`src/design/text_escape_translator_macros.svh`:
```
// Assertion macros shared by the translator modules.
// Each check is sampled on the rising edge of clk_i.
`ifndef TEXT_ESCAPE_TRANSLATOR_MACROS_SVH
`define TEXT_ESCAPE_TRANSLATOR_MACROS_SVH

// Check that is switched off while reset is asserted.
`define TET_ASSERT(lbl, prop, msg) \
  lbl: assert property (@(posedge clk_i) disable iff (!rst_ni) prop) else $error(msg);

// Check that also holds during reset.
`define TET_ASSERT_ALWAYS(lbl, prop, msg) \
  lbl: assert property (@(posedge clk_i) prop) else $error(msg);

`endif

```
`src/design/tet_pkg.sv`:
```
`default_nettype none

package tet_pkg;

  // Characters with a special meaning, and the bytes that they produce.
  localparam logic [7:0] CH_ESC    = 8'h1B;
  localparam logic [7:0] CH_CARET  = 8'h5E;
  localparam logic [7:0] CH_TILDE  = 8'h7E;
  localparam logic [7:0] CH_BSLASH = 8'h5C;
  localparam logic [7:0] CH_PCT    = 8'h25;
  localparam logic [7:0] CH_BANG   = 8'h21;
  localparam logic [7:0] CH_SEMI   = 8'h3B;
  localparam logic [7:0] CH_LBRACK = 8'h5B;
  localparam logic [7:0] CH_CR     = 8'h0D;
  localparam logic [7:0] CH_LF     = 8'h0A;
  localparam logic [7:0] CH_TAB    = 8'h09;
  localparam logic [7:0] CH_BEL    = 8'h07;
  localparam logic [7:0] CH_BS     = 8'h08;
  localparam logic [7:0] CH_LOW_R  = 8'h72;
  localparam logic [7:0] CH_LOW_N  = 8'h6E;
  localparam logic [7:0] CH_LOW_T  = 8'h74;
  localparam logic [7:0] CH_LOW_A  = 8'h61;
  localparam logic [7:0] CH_LOW_B  = 8'h62;
  localparam logic [7:0] CH_UP_A   = 8'h41;
  localparam logic [7:0] CH_UP_Z   = 8'h5A;
  localparam logic [7:0] CASE_BIT  = 8'h20;

  // Most result items that one input item can cause.
  localparam int unsigned MaxRes = 3;

  // Character held back while waiting for the next one.
  typedef enum logic [2:0] {
    PEND_NONE   = 3'd0,
    PEND_CARET  = 3'd1,
    PEND_TILDE  = 3'd2,
    PEND_BSLASH = 3'd3,
    PEND_PCT    = 3'd4
  } pend_e;

  // Group of result items caused by one input item.
  typedef struct packed {
    logic [1:0]             cnt;     // number of result items, 0 to 3
    logic [MaxRes-1:0][7:0] data;    // result bytes, first in slot 0
    logic                   marker;  // single end marker without a character
    logic                   eot;     // last item of the group ends the text
  } grp_t;

endpackage

`default_nettype wire

```
`src/design/tet_decode.sv`:
```
`default_nettype none

module tet_decode (
  input  wire logic [7:0]     byte_i,
  input  wire logic           last_i,
  input  wire tet_pkg::pend_e pend_i,
  output tet_pkg::grp_t       grp_o,
  output tet_pkg::pend_e      pend_o
);

  always_comb begin
    logic [7:0]     lc;
    logic           used;
    logic [1:0]     n;
    tet_pkg::pend_e np;
    tet_pkg::grp_t  g;

    lc   = byte_i;
    used = 1'b0;
    n    = 2'd0;
    np   = tet_pkg::PEND_NONE;
    g    = '0;

    // Fold upper-case letters onto lower case for the escape letters.
    if (byte_i >= tet_pkg::CH_UP_A && byte_i <= tet_pkg::CH_UP_Z) begin
      lc = byte_i | tet_pkg::CASE_BIT;
    end

    // Resolve the character held from the previous item.
    case (pend_i)
      tet_pkg::PEND_CARET: begin
        if (byte_i == tet_pkg::CH_CARET) begin
          g.data[n] = tet_pkg::CH_CARET;
          used      = 1'b1;
        end else begin
          g.data[n] = tet_pkg::CH_ESC;
        end
        n = n + 2'd1;
      end
      tet_pkg::PEND_TILDE: begin
        if (byte_i == tet_pkg::CH_TILDE) begin
          g.data[n] = tet_pkg::CH_TILDE;
          n         = n + 2'd1;
          used      = 1'b1;
        end else begin
          g.data[n] = tet_pkg::CH_ESC;
          n         = n + 2'd1;
          g.data[n] = tet_pkg::CH_LBRACK;
          n         = n + 2'd1;
        end
      end
      tet_pkg::PEND_BSLASH: begin
        used = 1'b1;
        if (lc == tet_pkg::CH_LOW_R)      g.data[n] = tet_pkg::CH_CR;
        else if (lc == tet_pkg::CH_LOW_N) g.data[n] = tet_pkg::CH_LF;
        else if (lc == tet_pkg::CH_LOW_T) g.data[n] = tet_pkg::CH_TAB;
        else if (lc == tet_pkg::CH_LOW_A) g.data[n] = tet_pkg::CH_BEL;
        else if (lc == tet_pkg::CH_LOW_B) g.data[n] = tet_pkg::CH_BS;
        else                              g.data[n] = byte_i;
        n = n + 2'd1;
      end
      tet_pkg::PEND_PCT: begin
        used = 1'b1;
        if (lc == tet_pkg::CH_LOW_R)        g.data[n] = tet_pkg::CH_CR;
        else if (lc == tet_pkg::CH_LOW_N)   g.data[n] = tet_pkg::CH_LF;
        else if (lc == tet_pkg::CH_LOW_T)   g.data[n] = tet_pkg::CH_TAB;
        else if (byte_i == tet_pkg::CH_BANG) g.data[n] = tet_pkg::CH_SEMI;
        else begin
          g.data[n] = tet_pkg::CH_PCT;
          used      = 1'b0;
        end
        n = n + 2'd1;
      end
      default: begin
      end
    endcase

    // Handle the new character itself unless the escape consumed it.
    if (!used) begin
      if (byte_i == tet_pkg::CH_CARET)       np = tet_pkg::PEND_CARET;
      else if (byte_i == tet_pkg::CH_TILDE)  np = tet_pkg::PEND_TILDE;
      else if (byte_i == tet_pkg::CH_BSLASH) np = tet_pkg::PEND_BSLASH;
      else if (byte_i == tet_pkg::CH_PCT)    np = tet_pkg::PEND_PCT;
      else begin
        g.data[n] = byte_i;
        n         = n + 2'd1;
      end
    end

    // At the end of the text flush what is held; a held backslash is dropped.
    if (last_i) begin
      if (np == tet_pkg::PEND_CARET) begin
        g.data[n] = tet_pkg::CH_ESC;
        n         = n + 2'd1;
      end else if (np == tet_pkg::PEND_TILDE) begin
        g.data[n] = tet_pkg::CH_ESC;
        n         = n + 2'd1;
        g.data[n] = tet_pkg::CH_LBRACK;
        n         = n + 2'd1;
      end else if (np == tet_pkg::PEND_PCT) begin
        g.data[n] = tet_pkg::CH_PCT;
        n         = n + 2'd1;
      end
      np    = tet_pkg::PEND_NONE;
      g.eot = 1'b1;
      // An end with no character still gives one marker item.
      if (n == 2'd0) begin
        g.data   = '0;
        g.marker = 1'b1;
        n        = 2'd1;
      end
    end

    g.cnt  = n;
    grp_o  = g;
    pend_o = np;
  end

endmodule

`default_nettype wire

```
`src/design/tet_emit.sv`:
```
`default_nettype none

`include "text_escape_translator_macros.svh"

module tet_emit (
  input  wire logic           clk_i,
  input  wire logic           rst_ni,
  input  wire logic           load_valid_i,
  input  wire tet_pkg::grp_t  grp_i,
  output logic                load_ready_o,
  output logic                m_axis_tvalid_o,
  input  wire logic           m_axis_tready_i,
  output logic [7:0]          m_axis_tdata_o,  // [7:0] out_byte
  output logic                m_axis_tuser_o,  // [0] byte_valid
  output logic                m_axis_tlast_o   // end_of_text
);

  logic          valid_q, valid_d;
  logic [1:0]    idx_q, idx_d;
  tet_pkg::grp_t grp_q, grp_d;
  logic          final_beat;
  logic          beat;

  // The group register empties once its final item is taken.
  assign beat         = valid_q && m_axis_tready_i;
  assign final_beat   = beat && (idx_q == grp_q.cnt - 2'd1);
  assign load_ready_o = !valid_q || final_beat;

  // Load a new group or step through the current one.
  always_comb begin
    valid_d = valid_q;
    idx_d   = idx_q;
    grp_d   = grp_q;
    if (load_ready_o) begin
      valid_d = load_valid_i;
      idx_d   = 2'd0;
      grp_d   = grp_i;
    end else if (beat) begin
      idx_d = idx_q + 2'd1;
    end
  end

  always_ff @(posedge clk_i or negedge rst_ni) begin
    if (!rst_ni) begin
      valid_q <= 1'b0;
      idx_q   <= 2'd0;
    end else begin
      valid_q <= valid_d;
      idx_q   <= idx_d;
    end
  end

  // The group payload needs no reset.
  always_ff @(posedge clk_i) begin
    grp_q <= grp_d;
  end

  // Present the current item of the group.
  assign m_axis_tvalid_o = valid_q;
  assign m_axis_tdata_o  = grp_q.data[idx_q];
  assign m_axis_tuser_o  = !grp_q.marker;
  assign m_axis_tlast_o  = grp_q.eot && (idx_q == grp_q.cnt - 2'd1);

  `TET_ASSERT(a_idx_in_group, valid_q |-> (idx_q < grp_q.cnt), "item index beyond group")
  `TET_ASSERT(a_marker_alone, (valid_q && grp_q.marker) |-> (grp_q.cnt == 2'd1 && grp_q.eot),
              "end marker not alone")
  `TET_ASSERT_ALWAYS(a_reset_empty, !rst_ni |=> (!valid_q && idx_q == 2'd0),
                     "group register not empty in reset")

endmodule

`default_nettype wire

```
`src/design/text_escape_translator.sv`:
```
// Channel   Direction  Ports                  Item
// s_axis    in         tdata, tlast           in_byte, last_byte
// m_axis    out        tdata, tuser, tlast    out_byte, byte_valid, end_of_text
//
// An item is registered on entry, decoded against the held character and
// placed as a group of up to three result items in the group register.
// One input item is taken per cycle while the group register can take its result;
// each group yields its result items one by one, and the input waits until its last item is taken.
// Reset clears the input register, the held character and the group register.
// A stalled output holds its item and the input stalls behind it.
`default_nettype none

`include "text_escape_translator_macros.svh"

module text_escape_translator (
  input  wire logic       clk_i,
  input  wire logic       rst_ni,
  input  wire logic       s_axis_tvalid_i,
  output logic            s_axis_tready_o,
  input  wire logic [7:0] s_axis_tdata_i,   // [7:0] in_byte
  input  wire logic       s_axis_tlast_i,   // last_byte
  output logic            m_axis_tvalid_o,
  input  wire logic       m_axis_tready_i,
  output logic [7:0]      m_axis_tdata_o,   // [7:0] out_byte
  output logic            m_axis_tuser_o,   // [0] byte_valid
  output logic            m_axis_tlast_o    // end_of_text
);

  logic           s1_valid_q, s1_valid_d;
  logic [7:0]     s1_byte_q, s1_byte_d;
  logic           s1_last_q, s1_last_d;
  tet_pkg::pend_e pend_q, pend_d;
  tet_pkg::pend_e pend_next;
  tet_pkg::grp_t  grp;
  logic           load_ready;
  logic           consume;

  // Input register advances whenever the group register can take its result.
  assign consume         = s1_valid_q && load_ready;
  assign s_axis_tready_o = !s1_valid_q || load_ready;

  always_comb begin
    s1_valid_d = s1_valid_q;
    s1_byte_d  = s1_byte_q;
    s1_last_d  = s1_last_q;
    pend_d     = pend_q;
    if (consume) begin
      pend_d = pend_next;
    end
    if (s_axis_tready_o) begin
      s1_valid_d = s_axis_tvalid_i;
      s1_byte_d  = s_axis_tdata_i;
      s1_last_d  = s_axis_tlast_i;
    end
  end

  always_ff @(posedge clk_i or negedge rst_ni) begin
    if (!rst_ni) begin
      s1_valid_q <= 1'b0;
      pend_q     <= tet_pkg::PEND_NONE;
    end else begin
      s1_valid_q <= s1_valid_d;
      pend_q     <= pend_d;
    end
  end

  always_ff @(posedge clk_i) begin
    s1_byte_q <= s1_byte_d;
    s1_last_q <= s1_last_d;
  end

  // Escape decoding of the registered item.
  tet_decode u_decode (
    .byte_i (s1_byte_q),
    .last_i (s1_last_q),
    .pend_i (pend_q),
    .grp_o  (grp),
    .pend_o (pend_next)
  );

  // Group register and one-item-per-cycle output while the output is ready.
  tet_emit u_emit (
    .clk_i           (clk_i),
    .rst_ni          (rst_ni),
    .load_valid_i    (s1_valid_q && (grp.cnt != 2'd0)),
    .grp_i           (grp),
    .load_ready_o    (load_ready),
    .m_axis_tvalid_o (m_axis_tvalid_o),
    .m_axis_tready_i (m_axis_tready_i),
    .m_axis_tdata_o  (m_axis_tdata_o),
    .m_axis_tuser_o  (m_axis_tuser_o),
    .m_axis_tlast_o  (m_axis_tlast_o)
  );

  `TET_ASSERT(a_nothing_held_after_end, (consume && s1_last_q) |=> (pend_q == tet_pkg::PEND_NONE),
              "character still held after end of text")
  `TET_ASSERT(a_input_holds, (s1_valid_q && !load_ready) |=> (s1_valid_q && $stable(s1_byte_q)),
              "input register changed while stalled")
  `TET_ASSERT(a_last_gives_result, (consume && s1_last_q) |-> (grp.cnt != 2'd0 && grp.eot),
              "end of text produced no result")

endmodule

`default_nettype wire
```
`config.mk`:
```
export PLATFORM = sky130hd
export DESIGN_NAME = text_escape_translator
export DESIGN_NICKNAME = d
export VERILOG_FILES = /design/src/design/tet_pkg.sv /design/src/design/tet_decode.sv /design/src/design/tet_emit.sv /design/src/design/text_escape_translator.sv
export VERILOG_INCLUDE_DIRS = /design/src /design/src/design
export SDC_FILE = /design/constraint.sdc
export NUM_CORES = 1
export LEC_CHECK = 0
export BUFFER_PORTS_ARGS = -buffer_cell sky130_fd_sc_hd__buf_2
export CORE_ASPECT_RATIO = 0.9
export CORE_UTILIZATION = 45
export CTS_BUF_LIST = sky130_fd_sc_hd__clkbuf_2
export CTS_CLUSTER_SIZE = 16
export DETAILED_ROUTE_END_ITERATION = 8
export SYNTH_ARGS = -nofsm -noshare
export SYNTH_HDL_FRONTEND = slang
export SYNTH_HIERARCHICAL = 1
export SYNTH_SLANG_ARGS = --single-unit
```
`constraint.sdc`:
```
create_clock -name clk_i -period 3.7 [get_ports clk_i]
set_clock_uncertainty 0.2 [all_clocks]
set_input_delay 0.37 -clock clk_i [delete_from_list [all_inputs] [get_ports clk_i]]
set_output_delay 0.37 -clock clk_i [all_outputs]
set_load 0.02 [all_outputs]
```
* Word-level counts from Yosys, hierarchy flattened
Cells that the tools add are included.
** Word-level totals
- Register bits :: 44
- Input bits :: 13
- Output and inout port bits :: 12
- Word-level logic and storage cells :: 133
** Operators by class
- Add/subtract/negate cells :: 5
- Order comparisons :: 9
- Eq/ne operators :: 18
- Multiplexer cells :: 62
- Bitwise logic cells :: 9
- Reduce and logical (&&, ||, !) cells :: 18
** Operators by type and width (count)
- $mux W24 :: 8
- $mux W8 :: 12
- $eq A8 B7 Y1 const B :: 8
- $demux W8 S2 :: 3
- $pmux W8 S4 :: 1
- $mux W2 :: 14
- $mux W7 :: 4
- $mux W26 :: 1
- $mux W25 :: 1
- $bwmux W24 :: 1
- $mux W3 :: 6
- $bmux W8 S2 :: 1
- $eq A8 B6 Y1 const B :: 2
- $and A15 B15 Y15 :: 1
- $not A15 Y15 :: 1
- $or A15 B15 Y15 :: 1
- $and A12 B12 Y12 :: 1
- $lt A2 B3 Y1 const B :: 4
- $not A12 Y12 :: 1
- $or A12 B12 Y12 :: 1
- $and A9 B9 Y9 :: 1
- $eq A3 B2 Y1 const B :: 3
- $logic_and A1 B1 Y1 :: 9
- $not A9 Y9 :: 1
- other kinds (19) :: 35

* Logic depth before layout (Yosys ltp)
Gate-level depths: netlist (run 1).
- Depth in word-level cells :: 22
- Mapped depth :: 18
- Depth with buffers taken out :: 17

* Hierarchy
Netlist (run 1), hierarchy kept.
** Modules (own cells, without submodules)
- tet_decode :: times used 1, cells an instance 264, area each 1666.6 sq um, sequential area each 0.0 sq um
- tet_emit :: times used 1, cells an instance 81, area each 1218.7 sq um, sequential area each 915.9 sq um
- text_escape_translator :: times used 1, cells an instance 20, area each 431.7 sq um, sequential area each 370.4 sq um

* Least setup slack after synthesis (run 1)
Ideal clock, no wire load.
- Path type :: register -> register
- From :: reg s1_byte_q[4]
- To :: reg u_emit.valid_q (netlist: u_emit/m_axis_tvalid_o)
- Setup time :: 120 ps
- Data arrival time :: 3558 ps
- Setup slack :: -178 ps
- Cell stages (with the launch flop) :: 17
- Period minus slack after synthesis :: 3878 ps
- Path through :: edfxtp_1 > buf_6 > or4b_4 > or2_1 > buf_2 > nand3_1 > nor3_1 > mux2_2 > inv_1 > ha_1 > clkbuf_1 > nor2_1 > a311oi_4 > nand2_1 > a2bb2oi_1 > o21a_1 > a31o_1
** RTL lines
- from (decl) :: line text_escape_translator.sv:30 : logic [7:0] s1_byte_q, s1_byte_d;
- from (signal assigned) :: line text_escape_translator.sv:68 : s1_byte_q <= s1_byte_d;
- to (signal assigned) :: line tet_emit.sv:48 : valid_q <= valid_d;
- to (decl) :: line tet_emit.sv:18 : logic valid_q, valid_d;

==> run summary, run 1 <==
status: completed
asr flop ratio synth: 15.9%
Die Span Y: 83.5 µm
Max stage delay on crit path: 570 ps
final wirelength: 9360 µm
critical-path cell list: buf_4, or4b_4, or2_4, nand3_2, nor3_2, mux2_4, ha_4, nor2_2, a311oi_4, nand2_1, a2bb2oi_1, o21a_1, a31o_1
# IOs: 25
crit start category: register
min Tclk post-route: 3670 ps
# diodes: 0
placed cell area: 3700 µm²
drt pass-1 iters: 6
layout cells sized above 1: 28.3%
Post-DP HPWL: 6600 µm
core footprint: 7080 µm²
Final ANT Viol Nets: 0
Hold Worst Slack: 34.5 ps
CP arrival: 3870 ps
part of the Yosys area used for sequential elements: 38.8%
H-tree depth: 2
DR vias: 3,086
clock tree from TritonCTS: built
leak pwr: 1.55 nW
Least-Margin Pin Slew: 623 ps
GR Util All Layers: 23.9%
max_cap viols: 0
first-pass GRT wire length: 14,300 µm
Crit Path Class: reg2reg
Hold Vio Cnt, Final: 0
Slowest-stage cell, CP: edfxtp_1
Setup-failing EPs final: 0
Max Slew Vio Count: 0
Crit path buffers/inverters: 1
layout filler cell count: 645
vias in the first global route: 2,806
Post-synth EDFFs: 37
syn_nets: 386
GRT overflow: 0
Routability Congestion: 0.937
CTS buffer count: 5
Tcrit/Tclk final: 99.3%
maximum VDD drop: 0.000449 V
starting density of the core: 46.9%
slew margin rel.: 58.1%
cells after synthesis: 365
PD cells: 631 nW/µm²
row cnt: 29
largest net degree at the start of global routing: 27
Hold WC Path Type: in2async
initial antenna violation count: 0
root buffer cell: clkbuf_2
crit-path leading delay family: simple AND/OR/NAND/NOR gates
die footprint: 7720 µm²
Worst Setup End Kind: register
CTS sink cnt: 44
Via density: 5.93
Skew-Pair Late Insertion Delay: 470 ps
Synth Cell Area: 3320 µm²
Synth Register Bits: 44
Setup TNS: 0 ps
Distinct cells, synth: 65
FMAX: 272 MHz
routed wire length per instance: 18.0 µm
# DRC: 0
total power: 2.58 mW
critical path required time: 3890 ps
nets: 447
Initial DRC Count: 306
Layout area overhead: 23.3%
cell area after layout: 4090 µm²
Mean Syn Cell Area: 9.09 µm²
Die Width: 92.5 µm
PortBufs: 24
clock-pin slew on the worst setup and hold paths: 280 ps
top_reg_cell synth: edfxtp_1
Max Root-Sink Buffers: 2
CP Max Fanout: 6
Synth Warn #: 6
-- Yosys cell counts (3+ instances only) --
master	number	share of area, %
a221oi_1	4	1.1
nand3_1	15	2.3
and3_1	4	0.75
and2_1	11	2.1
mux2_2	4	1.4
dfrtp_1	7	5.3
mux2i_1	13	3.9
or3b_2	3	0.79
nand2b_1	6	1.1
o21ai_0	31	4.7
nor3_1	8	1.2
clkbuf_1	8	0.91
nand3b_1	4	0.91
buf_4	3	0.68
edfxtp_1	37	33
ha_1	8	3.0
a211oi_1	6	1.4
nand2_1	45	5.1
buf_2	8	1.2
or3_1	3	0.57
xnor2_1	5	1.3
nor2_1	23	2.6
nor2b_1	6	1.1
buf_1	4	0.45
a21oi_1	33	5.0
inv_1	12	1.4
-- placed cells by master (no fill, tap or decap), types with 3 or more instances in the layout --
master,count
a211oi_1,5
a211oi_2,3
a21oi_1,33
a221oi_1,3
and2_1,11
and3_1,3
buf_2,24
buf_4,41
clkbuf_2,5
dfrtp_1,7
dlygate4sd3_1,11
edfxtp_1,37
ha_1,5
ha_4,3
inv_1,11
mux2_2,3
mux2i_1,13
nand2_1,44
nand2b_1,6
nand3_1,14
nand3_2,3
nand3b_1,4
nor2_1,21
nor2b_1,6
nor3_1,7
o21ai_0,30
or3_1,3
xnor2_1,5
-- cell type report --
cell class,instances,area [µm²],area share (%)
clock inverters,3,46.3,1.13
inverters,12,45.0,1.10
well taps,93,116,2.84
clock buffers,5,25.0,0.612
flip-flops and latches,44,1290,31.4
multi-input cells,284,1990,48.7
repair buffers,79,581,14.2
-- worst paths after layout --
| kind | start | end | slack [ps] | cells after the start |
|---|---|---|---|---|
| worst max-delay path | s1_byte_q[7] | u_emit/m_axis_tvalid_o | 30 | 13 |
| worst min-delay path | rst_ni | pend_q[2] | 30 | 2 |
| worst max register to register | s1_byte_q[7] | u_emit/m_axis_tvalid_o | 30 | 13 |
| worst min register to register | u_emit/m_axis_tvalid_o | u_emit/idx_q[1] | 440 | 2 |
| max in group asynchronous | rst_ni | u_emit/idx_q[1] | 3080 | 2 |
| min in group clk_i | m_axis_tready_i | u_emit/idx_q[1] | 70 | 3 |
-- state kept, by name, indices dropped and copies added, names as in the netlist --
| name | cells |
|---|---|
| u_emit/idx_q | 2 |
| pend_q | 3 |
| s1_byte_q | 8 |
| u_emit/grp_q | 28 |
| s1_valid_q | 1 |
| u_emit/m_axis_tvalid_o | 1 |
| s1_last_q | 1 |
-- worst reg2reg max path: cells and delay by family (launching register included) --
| kind | cells | cell delay [ps] |
|---|---|---|
| simple gates | 6 | 1160 |
| compound gates | 4 | 890 |
| flops | 1 | 570 |
| mux | 1 | 320 |
| fa+ha+maj | 1 | 270 |
| buf+inv | 1 | 190 |
-- cells by family after synthesis --
logic type / synth area share (%)
AOI/OAI and AO/OA: 20.7
xor gates and xnor gates: 1.58
adders and majority gates: 3.02
buffers and inverters: 5.28
DFF: 38.8
muxes: 5.28
and+or+nand+nor: 25.4
-- power breakdown --
part	switching [mW]	leakage (nW)	total (mW)	internal (mW)
registers	0.147	0.437	0.938	0.791
logic	0.801	1.08	1.34	0.538
clock network	0.187	0.0396	0.304	0.116
-- repair_timing --
action,CTS,global route
hold endpoints to repair,17,0
resized for setup,1,26
hold buffers,11,0
cloned,0,0
endpoints found under the setup margin,2,20
pin swaps,1,8
setup buffers,1,8
-- stage by stage --
step	std cells	utilization, %	setup WS (ps)
after global placement	492	52.3	39.9
final	520	57.8	25.8
after floorplan	365	-	17.5
after detailed placement	492	52.3	6.23
after global routing	520	57.8	-49.9
after CTS	512	55.0	8.97
-- routing by layer --
metal / share of wire (%) / GRT usage (%) / vias up
met1: 44 / 32.6 / 1452
met5: 0 / 0 / -
met4: 2.6 / 7.95 / 0
met2: 47 / 38.5 / 147
met3: 6.9 / 3.73 / 24
li1: - / - / 1463
Power figures use the tool's default switching activity.
==> run 2, diff against run 1 <==
==> constraint.sdc (replaced) <==
create_clock -name clk_i -period 4.2 [get_ports clk_i]
set_clock_uncertainty 0.2 [all_clocks]
set_input_delay 0.42 -clock clk_i [delete_from_list [all_inputs] [get_ports clk_i]]
set_output_delay 0.42 -clock clk_i [all_outputs]
set_load 0.02 [all_outputs]
==> run summary, run 2 (same netlist as run 1, synthesis figures left out) <==
GR Util All Layers: 23.6% (was 23.9%)
Setup TNS: 0 ps (unchanged)
leak pwr: 1.43 nW (was 1.55 nW)
Final ANT Viol Nets: 0 (unchanged)
Layout Utilization: 53.6% (was 57.8%)
clock tree from TritonCTS: built (unchanged)
commonest cells after routing, fill and taps aside: 45 x nand2_1, 37 x edfxtp_1, 33 x a21oi_1 (was 44 x nand2_1, 41 x buf_4, 37 x edfxtp_1)
Tcrit/Tclk final: 94.0% (was 99.3%)
max_cap viols: 0 (unchanged)
drt pass-1 iters: 6 (unchanged)
Skew-Pair Late Insertion Delay: 450 ps (was 470 ps)
Die Span Y: 83.5 µm (unchanged)
commonest non-fill, non-tap cell in the layout: nand2_1 (unchanged)
CP arrival: 4040 ps (was 3870 ps)
Worst setup startpoint: s1_byte_q[3] (was s1_byte_q[7])
vias in the first global route: 2,769 (was 2,806)
total power: 2.15 mW (was 2.58 mW)
DR vias: 2,964 (was 3,086)
PD cells: 568 nW/µm² (was 631 nW/µm²)
top flop regs: u_emit/grp_q (28), s1_byte_q (8), pend_q (3) (unchanged)
# DRC: 0 (unchanged)
Die Width: 92.5 µm (unchanged)
Layout area overhead: 14.3% (was 23.3%)
min Tclk post-route: 3950 ps (was 3670 ps)
Via density: 5.92 (was 5.93)
# IOs: 25 (unchanged)
Worst Setup End Kind: register (unchanged)
RSZ-0062 raised after global routing: false
starting density of the core: 46.9% (unchanged)
largest net degree at the start of global routing: 30 (was 27)
Biggest register: u_emit/grp_q (unchanged)
H-tree depth: 2 (unchanged)
crit start category: register (unchanged)
Crit Path Class: reg2reg (unchanged)
status: completed (unchanged)
final wirelength: 8660 µm (was 9360 µm)
max reg flops: 28 (unchanged)
Post-DP HPWL: 6360 µm (was 6600 µm)
nets: 428 (was 447)
CTS sink cnt: 44 (unchanged)
layout filler cell count: 662 (was 645)
Hold WC Path Type: in2async (unchanged)
slew margin rel.: 58.7% (was 58.1%)
first-pass GRT wire length: 14,300 µm (about the same)
# diodes: 0 (unchanged)
critical path required time: 4290 ps (was 3890 ps)
R2R Path Start: s1_byte_q[3] (was s1_byte_q[7])
Setup-failing EPs final: 0 (unchanged)
PortBufs: 24 (unchanged)
core footprint: 7080 µm² (unchanged)
Hold Vio Cnt, Final: 0 (unchanged)
root buffer cell: clkbuf_2 (unchanged)
clock-pin slew on the worst setup and hold paths: 270 ps (was 280 ps)
Initial DRC Count: 282 (was 306)
FMAX: 253 MHz (was 272 MHz)
routed wire length per instance: 17.3 µm (was 18.0 µm)
Routability Congestion: 0.938 (was 0.937)
row cnt: 29 (unchanged)
CTS buffer count: 5 (unchanged)
die footprint: 7720 µm² (unchanged)
layout cells sized above 1: 20.8% (was 28.3%)
CP Max Fanout: 24 (was 6)
Least-Margin Pin Slew: 620 ps (was 623 ps)
Max Slew Vio Count: 0 (unchanged)
Hold Worst Slack: 95.1 ps (was 34.5 ps)
maximum VDD drop: 0.000306 V (was 0.000449 V)
GRT overflow: 0 (unchanged)
Max Root-Sink Buffers: 2 (unchanged)
initial antenna violation count: 0 (unchanged)
-- run 2: power by group --
part           leakage [nW]  switching [mW]  internal [mW]
logic                 0.953           0.634          0.408
clock network        0.0396           0.157          0.103
registers             0.437           0.153          0.698
-- run 2: metrics by stage --
| stage | instances | area (µm²) | setup WS, ps |
|---|---|---|---|
| after floorplan | 365 | 3320 | 322 |
| after global placement | 474 | 3550 | 279 |
| after detailed placement | 474 | 3550 | 212 |
| after CTS | 493 | 3730 | 185 |
| after global routing | 501 | 3790 | 18.4 |
| final | 501 | 3790 | 250 |
-- run 2: area by class of cell --
| class | instances | area, µm² | area share, % |
|---|---|---|---|
| Timing Repair Buffer | 60 | 418 | 11.0 |
| Multi-Input combinational cell | 284 | 1860 | 48.9 |
| Clock buffer | 5 | 25.0 | 0.660 |
| Tap cell | 93 | 116 | 3.07 |
| Inverter | 12 | 45.0 | 1.19 |
| Sequential cell | 44 | 1290 | 33.9 |
| Clock inverter | 3 | 46.3 | 1.22 |
-- run 2: path summary, 6_finish.rpt --
path,endpoint,slack (ps),cells past startpoint
worst max-delay path,u_emit/grp_q[16],250,15
worst min-delay path,pend_q[2],100,2
worst max register to register,u_emit/grp_q[16],250,15
worst min register to register,u_emit/idx_q[1],420,2
max in group asynchronous,pend_q[0],3510,2
min in group clk_i,u_emit/idx_q[1],100,3
-- run 2: critical path: stages, from the launching register on --
cell	delay (ps)
edfxtp_1	600
and4b_1	310
and3_1	200
and2_1	210
nand2b_1	200
ha_1	320
and3_1	150
o21ai_0	140
nand2_1	70
nand2_1	140
ha_1	230
nor2_1	90
a311oi_4	400
a211oi_4	40
buf_4	230
a2111oi_2	290
-- run 2: routing by layer --
layer  track usage, %  wire, µm
met2             37.6      3930
met1             33.5      3990
met3             3.46       559
met5                0         0
met4             6.25       175
-- run 2: timing repair --
item | CTS | global route
setup endpoints to repair | 0 | 7
endpoints found under the hold margin | 17 | 0
buffers inserted | 0 | 8
resized for setup | 0 | 0
hold buffers | 11 | 0
